## src/hdl/sts_pkg.sv

```systemverilog
// ----------------------------------------------------------------------------
// sts_pkg
// Shared types, character constants and the keyword table of the SQL token
// scanner.
// ----------------------------------------------------------------------------
`default_nettype none

package sts_pkg;

  localparam int NUM_KW   = 18;
  localparam int KW_CHARS = 7;
  localparam int MAX_RES  = 4;
  localparam int CNT_W    = $clog2(MAX_RES + 1);
  localparam int IDX_W    = $clog2(MAX_RES);

  localparam logic [7:0] CH_SPACE   = 8'h20;
  localparam logic [7:0] CH_DQUOTE  = 8'h22;
  localparam logic [7:0] CH_SQUOTE  = 8'h27;
  localparam logic [7:0] CH_MINUS   = 8'h2D;
  localparam logic [7:0] CH_ZERO    = 8'h30;
  localparam logic [7:0] CH_NINE    = 8'h39;
  localparam logic [7:0] CH_UPPER_A = 8'h41;
  localparam logic [7:0] CH_UPPER_Z = 8'h5A;
  localparam logic [7:0] CH_UNDER   = 8'h5F;
  localparam logic [7:0] CH_LOWER_A = 8'h61;
  localparam logic [7:0] CH_LOWER_Z = 8'h7A;
  localparam logic [7:0] CH_WORD_HI = 8'hA0;
  localparam logic [7:0] CASE_GAP   = 8'h20;

  typedef enum logic [2:0] {
    KIND_TEXT    = 3'd0,
    KIND_KEYWORD = 3'd1,
    KIND_IDENT   = 3'd2,
    KIND_INT     = 3'd3,
    KIND_STRING  = 3'd4,
    KIND_DELIM   = 3'd5,
    KIND_EOS     = 3'd6
  } kind_t;

  typedef struct packed {
    kind_t       kind;
    logic [7:0]  ch;
    logic [4:0]  kw;
    logic [31:0] iv;
  } token_t;

  // tokens caused by one byte, item[0] goes out first
  typedef struct packed {
    logic [CNT_W-1:0]          count;
    token_t [MAX_RES-1:0]      item;
  } group_t;

  typedef struct packed {
    logic       hit;
    logic [4:0] index;
  } kw_hit_t;

  function automatic logic is_digit(input logic [7:0] b);
    return (b >= CH_ZERO) && (b <= CH_NINE);
  endfunction

  function automatic logic is_word_start(input logic [7:0] b);
    return ((b >= CH_LOWER_A) && (b <= CH_LOWER_Z)) ||
           ((b >= CH_UPPER_A) && (b <= CH_UPPER_Z)) ||
           (b >= CH_WORD_HI) || (b == CH_UNDER);
  endfunction

  function automatic logic [7:0] to_lower(input logic [7:0] b);
    return ((b >= CH_UPPER_A) && (b <= CH_UPPER_Z)) ? b + CASE_GAP : b;
  endfunction

  function automatic token_t make_tok(input kind_t kind, input logic [7:0] ch,
                                     input logic [4:0] kw, input logic [31:0] iv);
    token_t t;
    t.kind = kind;
    t.ch   = ch;
    t.kw   = kw;
    t.iv   = iv;
    return t;
  endfunction

  function automatic logic [3:0] kw_len(input logic [4:0] k);
    logic [3:0] l;
    unique case (k)
      5'd0, 5'd4, 5'd6, 5'd7, 5'd8, 5'd10: l = 4'd6;
      5'd1, 5'd5, 5'd14:                   l = 4'd4;
      5'd2, 5'd11, 5'd16:                  l = 4'd5;
      5'd3, 5'd9, 5'd12:                   l = 4'd3;
      5'd13:                               l = 4'd7;
      5'd15, 5'd17:                        l = 4'd2;
      default:                             l = 4'd0;
    endcase
    return l;
  endfunction

  // right-justified: first char of a keyword of length L sits in byte L-1
  function automatic logic [KW_CHARS-1:0][7:0] kw_text(input logic [4:0] k);
    logic [KW_CHARS-1:0][7:0] t;
    unique case (k)
      5'd0:    t = "select";
      5'd1:    t = "from";
      5'd2:    t = "where";
      5'd3:    t = "and";
      5'd4:    t = "insert";
      5'd5:    t = "into";
      5'd6:    t = "values";
      5'd7:    t = "delete";
      5'd8:    t = "update";
      5'd9:    t = "set";
      5'd10:   t = "create";
      5'd11:   t = "table";
      5'd12:   t = "int";
      5'd13:   t = "varchar";
      5'd14:   t = "view";
      5'd15:   t = "as";
      5'd16:   t = "index";
      5'd17:   t = "on";
      default: t = '0;
    endcase
    return t;
  endfunction

  // w[i] is the i-th char of the word; only the first len chars count
  function automatic kw_hit_t kw_lookup(input logic [KW_CHARS-1:0][7:0] w,
                                        input logic [7:0] len);
    kw_hit_t                  hit;
    logic [KW_CHARS-1:0][7:0] t;
    logic [3:0]               l;
    logic                     eq;
    logic [2:0]               pos;
    hit = '0;
    for (int k = 0; k < NUM_KW; k++) begin
      t  = kw_text(5'(k));
      l  = kw_len(5'(k));
      eq = (len == {4'd0, l});
      for (int i = 0; i < KW_CHARS; i++) begin
        pos = (i < int'(l)) ? 3'(int'(l) - 1 - i) : 3'd0;
        if ((i < int'(l)) && (w[i] != t[pos])) eq = 1'b0;
      end
      if (eq) begin
        hit.hit   = 1'b1;
        hit.index = 5'(k);
      end
    end
    return hit;
  endfunction

endpackage

`default_nettype wire

```

## src/hdl/sts_scan.sv

```systemverilog
// ----------------------------------------------------------------------------
// sts_scan
// Lexer state and the combinational step: one registered byte in, the group
// of tokens it causes out, state updated on step.
// ----------------------------------------------------------------------------
`default_nettype none

module sts_scan
  import sts_pkg::*;
#(
  parameter int KEYWORD_MAX_LEN = 7
) (
  input  wire logic       clk,
  input  wire logic       rst,
  input  wire logic       step,
  input  wire logic [7:0] byte_q,
  input  wire logic       fin_q,
  output group_t          grp
);

  localparam int LEN_W = $clog2(KEYWORD_MAX_LEN + 2);
  localparam int ADR_W = $clog2(KEYWORD_MAX_LEN);
  localparam logic [LEN_W-1:0] LEN_MAX = LEN_W'(KEYWORD_MAX_LEN);

  typedef enum logic [4:0] {
    MODE_IDLE   = 5'b00001,
    MODE_MINUS  = 5'b00010,
    MODE_NUMBER = 5'b00100,
    MODE_WORD   = 5'b01000,
    MODE_STRING = 5'b10000
  } mode_t;

  mode_t             mode, mode_next;
  logic              quote_dbl, quote_dbl_next;
  logic [31:0]       acc, acc_next;        // signed value so far
  logic              neg, neg_next;
  logic [LEN_W-1:0]  word_len, word_len_next;
  logic [7:0]        word_store [KEYWORD_MAX_LEN];

  logic              dig, wst, rescan, add_ch;
  logic [LEN_W-1:0]  add_base, len_added;
  logic              we;
  logic [ADR_W-1:0]  waddr;
  logic [7:0]        wdata;
  logic [31:0]       dval, acc_x10;

  logic [KW_CHARS-1:0][7:0] cur_w, nxt_w;
  kw_hit_t           cur_hit, nxt_hit;
  logic [CNT_W-1:0]  n;

  assign dig     = is_digit(byte_q);
  assign wst     = is_word_start(byte_q);
  assign dval    = 32'(4'(byte_q - CH_ZERO));
  assign acc_x10 = {acc[28:0], 3'b000} + {acc[30:0], 1'b0};

  // char append to the word buffer
  always_comb begin
    rescan   = 1'b0;
    add_ch   = 1'b0;
    add_base = word_len;
    unique case (mode)
      MODE_STRING: rescan = 1'b0;
      MODE_MINUS:  rescan = !dig;
      MODE_NUMBER: rescan = !dig;
      MODE_WORD:   rescan = !(wst || dig);
      default:     rescan = 1'b1;
    endcase
    if (mode == MODE_WORD && (wst || dig)) begin
      add_ch = 1'b1;
    end else if (rescan && wst) begin
      add_ch   = 1'b1;
      add_base = '0;
    end
    we        = add_ch && (add_base < LEN_MAX);
    waddr     = add_base[ADR_W-1:0];
    wdata     = to_lower(byte_q);
    len_added = (add_base <= LEN_MAX) ? add_base + LEN_W'(1) : add_base;
  end

  for (genvar i = 0; i < KW_CHARS; i++) begin : g_view
    assign cur_w[i] = word_store[i];
    assign nxt_w[i] = (we && waddr == ADR_W'(i)) ? wdata : word_store[i];
  end

  assign cur_hit = kw_lookup(cur_w, 8'(word_len));
  assign nxt_hit = kw_lookup(nxt_w, 8'(len_added));

  always_comb begin
    grp            = '0;
    n              = '0;
    mode_next      = mode;
    quote_dbl_next = quote_dbl;
    acc_next       = acc;
    neg_next       = neg;
    word_len_next  = add_ch ? len_added : word_len;

    // close or continue the open token
    unique case (mode)
      MODE_STRING: begin
        if (byte_q == (quote_dbl ? CH_DQUOTE : CH_SQUOTE)) begin
          grp.item[n[IDX_W-1:0]] = make_tok(KIND_STRING, 8'd0, 5'd0, 32'd0);
          n = n + CNT_W'(1);
          mode_next = MODE_IDLE;
        end else begin
          grp.item[n[IDX_W-1:0]] = make_tok(KIND_TEXT, byte_q, 5'd0, 32'd0);
          n = n + CNT_W'(1);
        end
      end
      MODE_MINUS: begin
        if (dig) begin
          acc_next  = 32'd0 - dval;
          mode_next = MODE_NUMBER;
        end else begin
          grp.item[n[IDX_W-1:0]] = make_tok(KIND_DELIM, CH_MINUS, 5'd0, 32'd0);
          n = n + CNT_W'(1);
        end
      end
      MODE_NUMBER: begin
        if (dig) begin
          acc_next = neg ? acc_x10 - dval : acc_x10 + dval;
        end else begin
          grp.item[n[IDX_W-1:0]] = make_tok(KIND_INT, 8'd0, 5'd0, acc);
          n = n + CNT_W'(1);
        end
      end
      MODE_WORD: begin
        if (!(wst || dig)) begin
          if (cur_hit.hit) begin
            grp.item[n[IDX_W-1:0]] = make_tok(KIND_KEYWORD, 8'd0, cur_hit.index, 32'd0);
          end else begin
            grp.item[n[IDX_W-1:0]] = make_tok(KIND_IDENT, 8'd0, 5'd0, 32'd0);
          end
          n = n + CNT_W'(1);
        end
      end
      default: mode_next = MODE_IDLE;
    endcase

    // byte scanned from idle
    if (rescan) begin
      mode_next = MODE_IDLE;
      if (byte_q > CH_SPACE) begin
        if (byte_q == CH_DQUOTE || byte_q == CH_SQUOTE) begin
          mode_next      = MODE_STRING;
          quote_dbl_next = (byte_q == CH_DQUOTE);
        end else if (byte_q == CH_MINUS) begin
          mode_next = MODE_MINUS;
          neg_next  = 1'b1;
          acc_next  = 32'd0;
        end else if (dig) begin
          mode_next = MODE_NUMBER;
          neg_next  = 1'b0;
          acc_next  = dval;
        end else if (wst) begin
          mode_next = MODE_WORD;
        end else begin
          grp.item[n[IDX_W-1:0]] = make_tok(KIND_DELIM, byte_q, 5'd0, 32'd0);
          n = n + CNT_W'(1);
        end
      end
    end

    if (add_ch) begin
      grp.item[n[IDX_W-1:0]] = make_tok(KIND_TEXT, wdata, 5'd0, 32'd0);
      n = n + CNT_W'(1);
    end

    // last byte: flush, end of stream, back to reset
    if (fin_q) begin
      unique case (mode_next)
        MODE_MINUS: begin
          grp.item[n[IDX_W-1:0]] = make_tok(KIND_DELIM, CH_MINUS, 5'd0, 32'd0);
          n = n + CNT_W'(1);
        end
        MODE_NUMBER: begin
          grp.item[n[IDX_W-1:0]] = make_tok(KIND_INT, 8'd0, 5'd0, acc_next);
          n = n + CNT_W'(1);
        end
        MODE_WORD: begin
          if (nxt_hit.hit) begin
            grp.item[n[IDX_W-1:0]] = make_tok(KIND_KEYWORD, 8'd0, nxt_hit.index, 32'd0);
          end else begin
            grp.item[n[IDX_W-1:0]] = make_tok(KIND_IDENT, 8'd0, 5'd0, 32'd0);
          end
          n = n + CNT_W'(1);
        end
        default: ;
      endcase
      grp.item[n[IDX_W-1:0]] = make_tok(KIND_EOS, 8'd0, 5'd0, 32'd0);
      n = n + CNT_W'(1);
      mode_next      = MODE_IDLE;
      quote_dbl_next = 1'b0;
      acc_next       = 32'd0;
      neg_next       = 1'b0;
      word_len_next  = '0;
    end

    grp.count = n;
  end

  always_ff @(posedge clk) begin
    if (rst) begin
      mode      <= MODE_IDLE;
      quote_dbl <= 1'b0;
      acc       <= 32'd0;
      neg       <= 1'b0;
      word_len  <= '0;
    end else if (step) begin
      mode      <= mode_next;
      quote_dbl <= quote_dbl_next;
      acc       <= acc_next;
      neg       <= neg_next;
      word_len  <= word_len_next;
    end
  end

  always_ff @(posedge clk) begin
    if (step && we) begin
      word_store[waddr] <= wdata;
    end
  end

  a_fin_clears: assert property (@(posedge clk) disable iff (rst)
    step && fin_q |=> mode == MODE_IDLE && word_len == '0 && acc == 32'd0 && !neg)
    else $error("state not cleared after last byte");

  a_len_sat: assert property (@(posedge clk) disable iff (rst)
    word_len <= LEN_MAX + LEN_W'(1))
    else $error("word length beyond saturation");

  a_step_count: assert property (@(posedge clk) disable iff (rst)
    step && fin_q |-> grp.count != '0)
    else $error("last byte without end of stream");

endmodule

`default_nettype wire

```

## src/hdl/sts_drain.sv

```systemverilog
// ----------------------------------------------------------------------------
// sts_drain
// Result register: holds the token group of one byte and hands it out one
// word per cycle while token_stall is low.
// ----------------------------------------------------------------------------
`default_nettype none

module sts_drain
  import sts_pkg::*;
(
  input  wire logic         clk,
  input  wire logic         rst,
  input  wire logic         load,
  input  wire group_t       grp_in,
  output logic              free,
  output logic              token_valid,
  input  wire logic         token_stall,
  output logic [2:0]        kind,
  output logic [7:0]        char_value,
  output logic [4:0]        keyword_index,
  output logic signed [31:0] int_value,
  output logic              run_end
);

  group_t           grp;
  logic             full;
  logic [IDX_W-1:0] idx;
  logic             take, last, done;
  token_t           cur;

  assign cur  = grp.item[idx];
  assign take = full && !token_stall;
  assign last = (CNT_W'(idx) == grp.count - CNT_W'(1));
  assign done = take && last;
  assign free = !full || done;

  always_ff @(posedge clk) begin
    if (rst) begin
      full <= 1'b0;
      idx  <= '0;
    end else if (load) begin
      full <= 1'b1;
      idx  <= '0;
    end else if (done) begin
      full <= 1'b0;
      idx  <= '0;
    end else if (take) begin
      idx <= idx + IDX_W'(1);
    end
  end

  always_ff @(posedge clk) begin
    if (load) begin
      grp <= grp_in;
    end
  end

  assign token_valid   = full;
  assign kind          = cur.kind;
  assign char_value    = cur.ch;
  assign keyword_index = cur.kw;
  assign int_value     = $signed(cur.iv);
  assign run_end       = last;

  a_count_range: assert property (@(posedge clk) disable iff (rst)
    full |-> grp.count != '0 && grp.count <= CNT_W'(MAX_RES))
    else $error("held group has bad count");

  a_idx_range: assert property (@(posedge clk) disable iff (rst)
    full |-> CNT_W'(idx) < grp.count)
    else $error("read index past group");

  a_no_overrun: assert property (@(posedge clk) disable iff (rst)
    load |-> free && grp_in.count != '0)
    else $error("group loaded over a pending one");

endmodule

`default_nettype wire

```

## src/hdl/sql_token_scanner.sv

```systemverilog
// ----------------------------------------------------------------------------
// sql_token_scanner
// Streaming SQL lexer: one query byte in, zero to four tokens out.
// ----------------------------------------------------------------------------
// Usage:
//   Byte channel (byte_valid/byte_stall): byte_req plus final_req, which marks
//   the last byte of a query. Token channel (token_valid/token_stall): kind,
//   char_value, keyword_index, int_value, and run_end on the last token word
//   caused by one byte. Bytes that cause no token (separators, opening
//   quotes, digits inside a number) produce nothing on the token side.
//   The input register holds a taken byte; once the result register is free,
//   its token group is loaded there and its first token word is offered.
//   Throughput: one byte per cycle while each byte yields at most one token
//   and token_stall is low. A byte yielding more holds the result register
//   until its last token word is taken while the next byte waits in the input
//   register; the result register (one group deep) is what limits the rate.
//   Stall: a stalled token holds still; byte_stall is high while the input
//   register holds a byte and the result register keeps words past this cycle.
//   Reset (rst, synchronous): both registers empty, scanner idle, no pending
//   token. The last byte of a query also returns the scanner to that state.
//   Words longer than KEYWORD_MAX_LEN are never keywords.
// ----------------------------------------------------------------------------
`default_nettype none

module sql_token_scanner
  import sts_pkg::*;
#(
  parameter int KEYWORD_MAX_LEN = 7
) (
  input  wire logic          clk,
  input  wire logic          rst,
  input  wire logic          byte_valid,
  output logic               byte_stall,
  input  wire logic [7:0]    byte_req,
  input  wire logic          final_req,
  output logic               token_valid,
  input  wire logic          token_stall,
  output logic [2:0]         kind,
  output logic [7:0]         char_value,
  output logic [4:0]         keyword_index,
  output logic signed [31:0] int_value,
  output logic               run_end
);

  // input register
  logic       in_full;
  logic [7:0] byte_q;
  logic       fin_q;

  logic       free;      // result register can take a group this cycle
  logic       step;      // registered byte is scanned and retired
  logic       byte_take;
  group_t     grp;

  assign step       = in_full && free;
  assign byte_stall = in_full && !free;
  assign byte_take  = byte_valid && !byte_stall;

  always_ff @(posedge clk) begin
    if (rst) begin
      in_full <= 1'b0;
    end else if (byte_take) begin
      in_full <= 1'b1;
    end else if (step) begin
      in_full <= 1'b0;
    end
  end

  always_ff @(posedge clk) begin
    if (byte_take) begin
      byte_q <= byte_req;
      fin_q  <= final_req;
    end
  end

  // lexer state and token group for the registered byte
  sts_scan #(
    .KEYWORD_MAX_LEN(KEYWORD_MAX_LEN)
  ) u_scan (
    .clk    (clk),
    .rst    (rst),
    .step   (step),
    .byte_q (byte_q),
    .fin_q  (fin_q),
    .grp    (grp)
  );

  // group register, one token word per cycle unless stalled; empty groups skip it
  sts_drain u_drain (
    .clk           (clk),
    .rst           (rst),
    .load          (step && grp.count != '0),
    .grp_in        (grp),
    .free          (free),
    .token_valid   (token_valid),
    .token_stall   (token_stall),
    .kind          (kind),
    .char_value    (char_value),
    .keyword_index (keyword_index),
    .int_value     (int_value),
    .run_end       (run_end)
  );

endmodule

`default_nettype wire
```

## config.mk

```make
export PLATFORM = sky130hd
export DESIGN_NAME = sql_token_scanner
export DESIGN_NICKNAME = d
export VERILOG_FILES = /design/src/hdl/sts_pkg.sv /design/src/hdl/sts_scan.sv /design/src/hdl/sts_drain.sv /design/src/hdl/sql_token_scanner.sv
export SDC_FILE = /design/constraint.sdc
export NUM_CORES = 1
export LEC_CHECK = 0
export BUFFER_PORTS_ARGS = -buffer_cell sky130_fd_sc_hd__buf_2
export CORE_MARGIN = 2
export CORE_UTILIZATION = 31
export CTS_CLUSTER_SIZE = 30
export DETAILED_ROUTE_END_ITERATION = 12
export SKIP_CTS_REPAIR_TIMING = 1
export SYNTH_ARGS = -nofsm -noshare
export SYNTH_HDL_FRONTEND = slang
export SYNTH_HIERARCHICAL = 1
export SYNTH_SLANG_ARGS = --single-unit
```

## constraint.sdc

```tcl
create_clock -name clk -period 10.3 [get_ports clk]
set_clock_uncertainty 0.1 [all_clocks]
set_input_delay 0.515 -clock clk [delete_from_list [all_inputs] [get_ports clk]]
set_output_delay 0.515 -clock clk [all_outputs]
set_load 0.02 [all_outputs]
```

==> impl_metrics.tcl <==
set metrics [dict create \
    fin_nets 2185 \
    final_layout_size_suffix_gt1_share_pct 12.8 \
    h-tree-depth 1 \
    synthCells 2092 \
    period_share_pct 78.0 \
    cp_max_fo 160 \
    synth_edf_count 260 \
    maxSlewHeadroom_pct 16.4 \
    ys.flop_type "edfxtp_1" \
    cellPowerDensity_nw_per_um2 147 \
    min_path_cells 1 \
    grt_pass1_vias 16900 \
    drc 0 \
    hold_violations 0 \
    r2r_cells 22 \
    p_switching_mw 0.902 \
    num_rows 93 \
    worst_path_most_repeated_cell "ha_1" \
    cp_slowest_cell "buf_12" \
    yosysTopAreaCellShare_pct 38.5 \
    syn_to_final_growth_pct 11.2 \
    arrival_ns 8.12 \
    ant_nets 0 \
    tightest_slew_ns 1.24 \
    r2r_slack_ns 2.27 \
    grt_usage_pct 19.1 \
    vdd_drop_max_mv 0.109 \
    ys_top_cells_by_area "edfxtp_1, mux4_2, nor2_1" \
    cts_buffer_depth 3 \
    max_clock_freq_ghz 0.124 \
    clock-root-buffer "clkbuf_16" \
    via_per_inst 5.85 \
    io_pins 64 \
    ys_seq_area_share_pct 43.1 \
    status "finished, final reports clean" \
    path_cells "buf_4 -> inv_1 -> ha_1 -> nor4b_1 -> o31a_1 -> o211a_1 -> nand4_1 -> a21oi_1 -> nand2b_1 -> nor3_1 -> mux2i_1 -> inv_1 -> ha_1 -> mux2i_1 -> ha_1 -> mux2_2 -> ha_1 -> xnor2_1 -> nand2_1 -> xor2_1 -> o31a_4 -> buf_12" \
    rr_startpoint "byte_q[1]" \
    diodes 0 \
    leakagePower_nw 7.27 \
    critical_path.endpoint_type "flip-flop" \
    ys_warn_count 6 \
    stdcell_count 2987 \
    yosysTopAreaCell "edfxtp_1" \
    seq_power_share_pct 47.0 \
    worstHoldPathType "in -> reg" \
    required_ns 10.39 \
    synth.most_common_cell "nor2_1" \
    dpl.cell_count 2930 \
    avgRoutedWirePerCell_um 22.2 \
    drt-met1-wl_mm 29.8 \
    rsz0062_at_grt "no" \
    grt_first_pass_wirelength_mm 102 \
    grt_overflow 0 \
    synthDistinctLibCells 114 \
    fin_tns_setup_ns 0 \
    clk_pin_slew_ns 0.06 \
    drv_slew 0 \
    min_to "byte_q[4]" \
    clock-sinks 307 \
    first_pass_iters 7 \
    timing.hold.ws_ns 0.0271 \
    grt_max_degree 161 \
    power_frac_clock_pct 36.6 \
    p_int_mw 2.42 \
    min_from "byte_req[4]" \
    critical_path_class "reg -> reg" \
    fp.dieW_um 260 \
    fp.dieH_um 260 \
    dr.first_iter.drc_count 1807 \
    avgSynthCellArea_um2 9.70 \
    wl_met2_mm 30.4 \
    hpwl_mm 49.1 \
    cts_tree "built" \
    fp.coreArea_um2 64600 \
    syn_area_um2 20300 \
    r2r-end "u_drain/grp[78]" \
    cp_slowest_stage_delay_ns 0.57 \
    swShare_pct 27.1 \
    numCtsBuffers 31 \
    die_area_um2 67500 \
    cap_violations 0 \
    drt-total-wl_mm 66.2 \
    start_util_pct 31.4 \
    yosys_register_bits 307 \
    wl_met3_mm 4.27 \
    port_buffers 63 \
    routabilityCongestion 0.946 \
    finalSetupViolCount 0 \
    top_layer_used "met4" \
    vias 17500 \
    synthArstFlopShare_pct 0 \
    period_minus_slack_ns 8.03 \
    synth_common_cells "nor2_1, edfxtp_1, nand2_1, a21oi_1, o21ai_0" \
    grt_antenna_before_repair 0 \
    p_comb_share_pct 16.4 \
    synth_fp_nets 2169 \
    cp-start-kind "flip-flop" \
    clock_latency_ns 0.56 \
]
cells by family (layout without fill, tap and decap cells):
family	after synthesis	count (layout)	share of synthesized area, %
flip-flops	307	307	43.1
AO/OA/AOI/OAI	478	478	16.3
XOR/XNOR	65	65	2.88
adder cells (fa/ha/maj)	64	64	4.06
multiplexers	75	75	6.72
AND/OR/NAND/NOR	946	946	23.6
buffers and inverters	157	197	3.38
cells in the final DEF (no fill, tap or decap), types with 29 or more instances in the layout:
cell	instances
nand3_1	81
nand2b_1	29
inv_1	42
xnor2_1	42
nor2_1	283
clkbuf_16	31
dfxtp_1	45
nand4_1	34
mux4_2	48
ha_1	61
and2_1	38
nor4_1	34
buf_4	32
buf_2	63
a21oi_1	118
nor3_1	76
edfxtp_1	260
o21ai_0	100
nand2_1	206
flip-flops by register name, summed over array words and instances, names as in the netlist:
name	flops
u_scan/word_store	56
u_scan/neg	1
byte_q	8
u_drain/grp	195
fin_q	1
u_drain/idx	2
u_scan/quote_dbl	1
u_scan/acc	32
u_drain/token_valid	1
in_full	1
u_scan/word_len	4
u_scan/mode	5
final cells by class:
cell class | instances | area [um^2]
Clock inverter | 26 | 333
Timing Repair Buffer | 96 | 576
Fill cell | 6516 | 42000
Tap cell | 855 | 1070
Inverter | 44 | 165
Multi-Input combinational cell | 1628 | 10900
Sequential cell | 307 | 8750
Clock buffer | 31 | 776
layer usage:
| metal | vias up | global-route usage (%) |
|---|---|---|
| met5 | - | 0 |
| li1 | 7996 | - |
| met3 | 119 | 2.12 |
| met4 | 0 | 5.56 |
| met2 | 698 | 30.7 |
| met1 | 8666 | 27.1 |
how the worst max path moves through the flow:
stage | startpoint | endpoint
after global placement | byte_q[1] | u_drain/grp[115]
after detailed placement | byte_q[1] | u_drain/grp[67]
after global routing | byte_q[1] | u_drain/grp[113]
after CTS | byte_q[1] | u_drain/grp[164]
final | byte_q[1] | u_drain/grp[78]
after floorplan | byte_q[1] | u_drain/idx[1]
through the flow:
step | setup WS, ns | util (%) | area, um^2 | power (mW)
after floorplan | 1.73 | - | 20300 | 1.96
after CTS | 2.44 | 34.9 | 22600 | 3.35
after global placement | 2.80 | 33.2 | 21400 | 2.12
final | 2.27 | 34.9 | 22600 | 3.32
after detailed placement | 2.48 | 33.2 | 21400 | 2.13
after global routing | 1.77 | 34.9 | 22600 | 3.45
power by group through the flow:
stage | Clock (mW) | Sequential, mW | Combinational (mW)
after floorplan | 0 | 1.58 | 0.383
after global placement | 0 | 1.58 | 0.540
after detailed placement | 0 | 1.59 | 0.543
after CTS | 1.24 | 1.56 | 0.546
after global routing | 1.29 | 1.57 | 0.589
final | 1.22 | 1.56 | 0.546
worst max-delay path, delay by kind of cell (launching register included):
family	cells	cell delay, ns
muxes	3	1.14
and+or+nand+nor	5	1.45
xor gates and xnor gates	2	0.41
adders and majority gates	4	1.20
buffers and inverters	4	1.35
DFF	1	0.32
AOI/OAI and AO/OA	4	1.41
No activity file was read; power rests on OpenSTA's default activity.
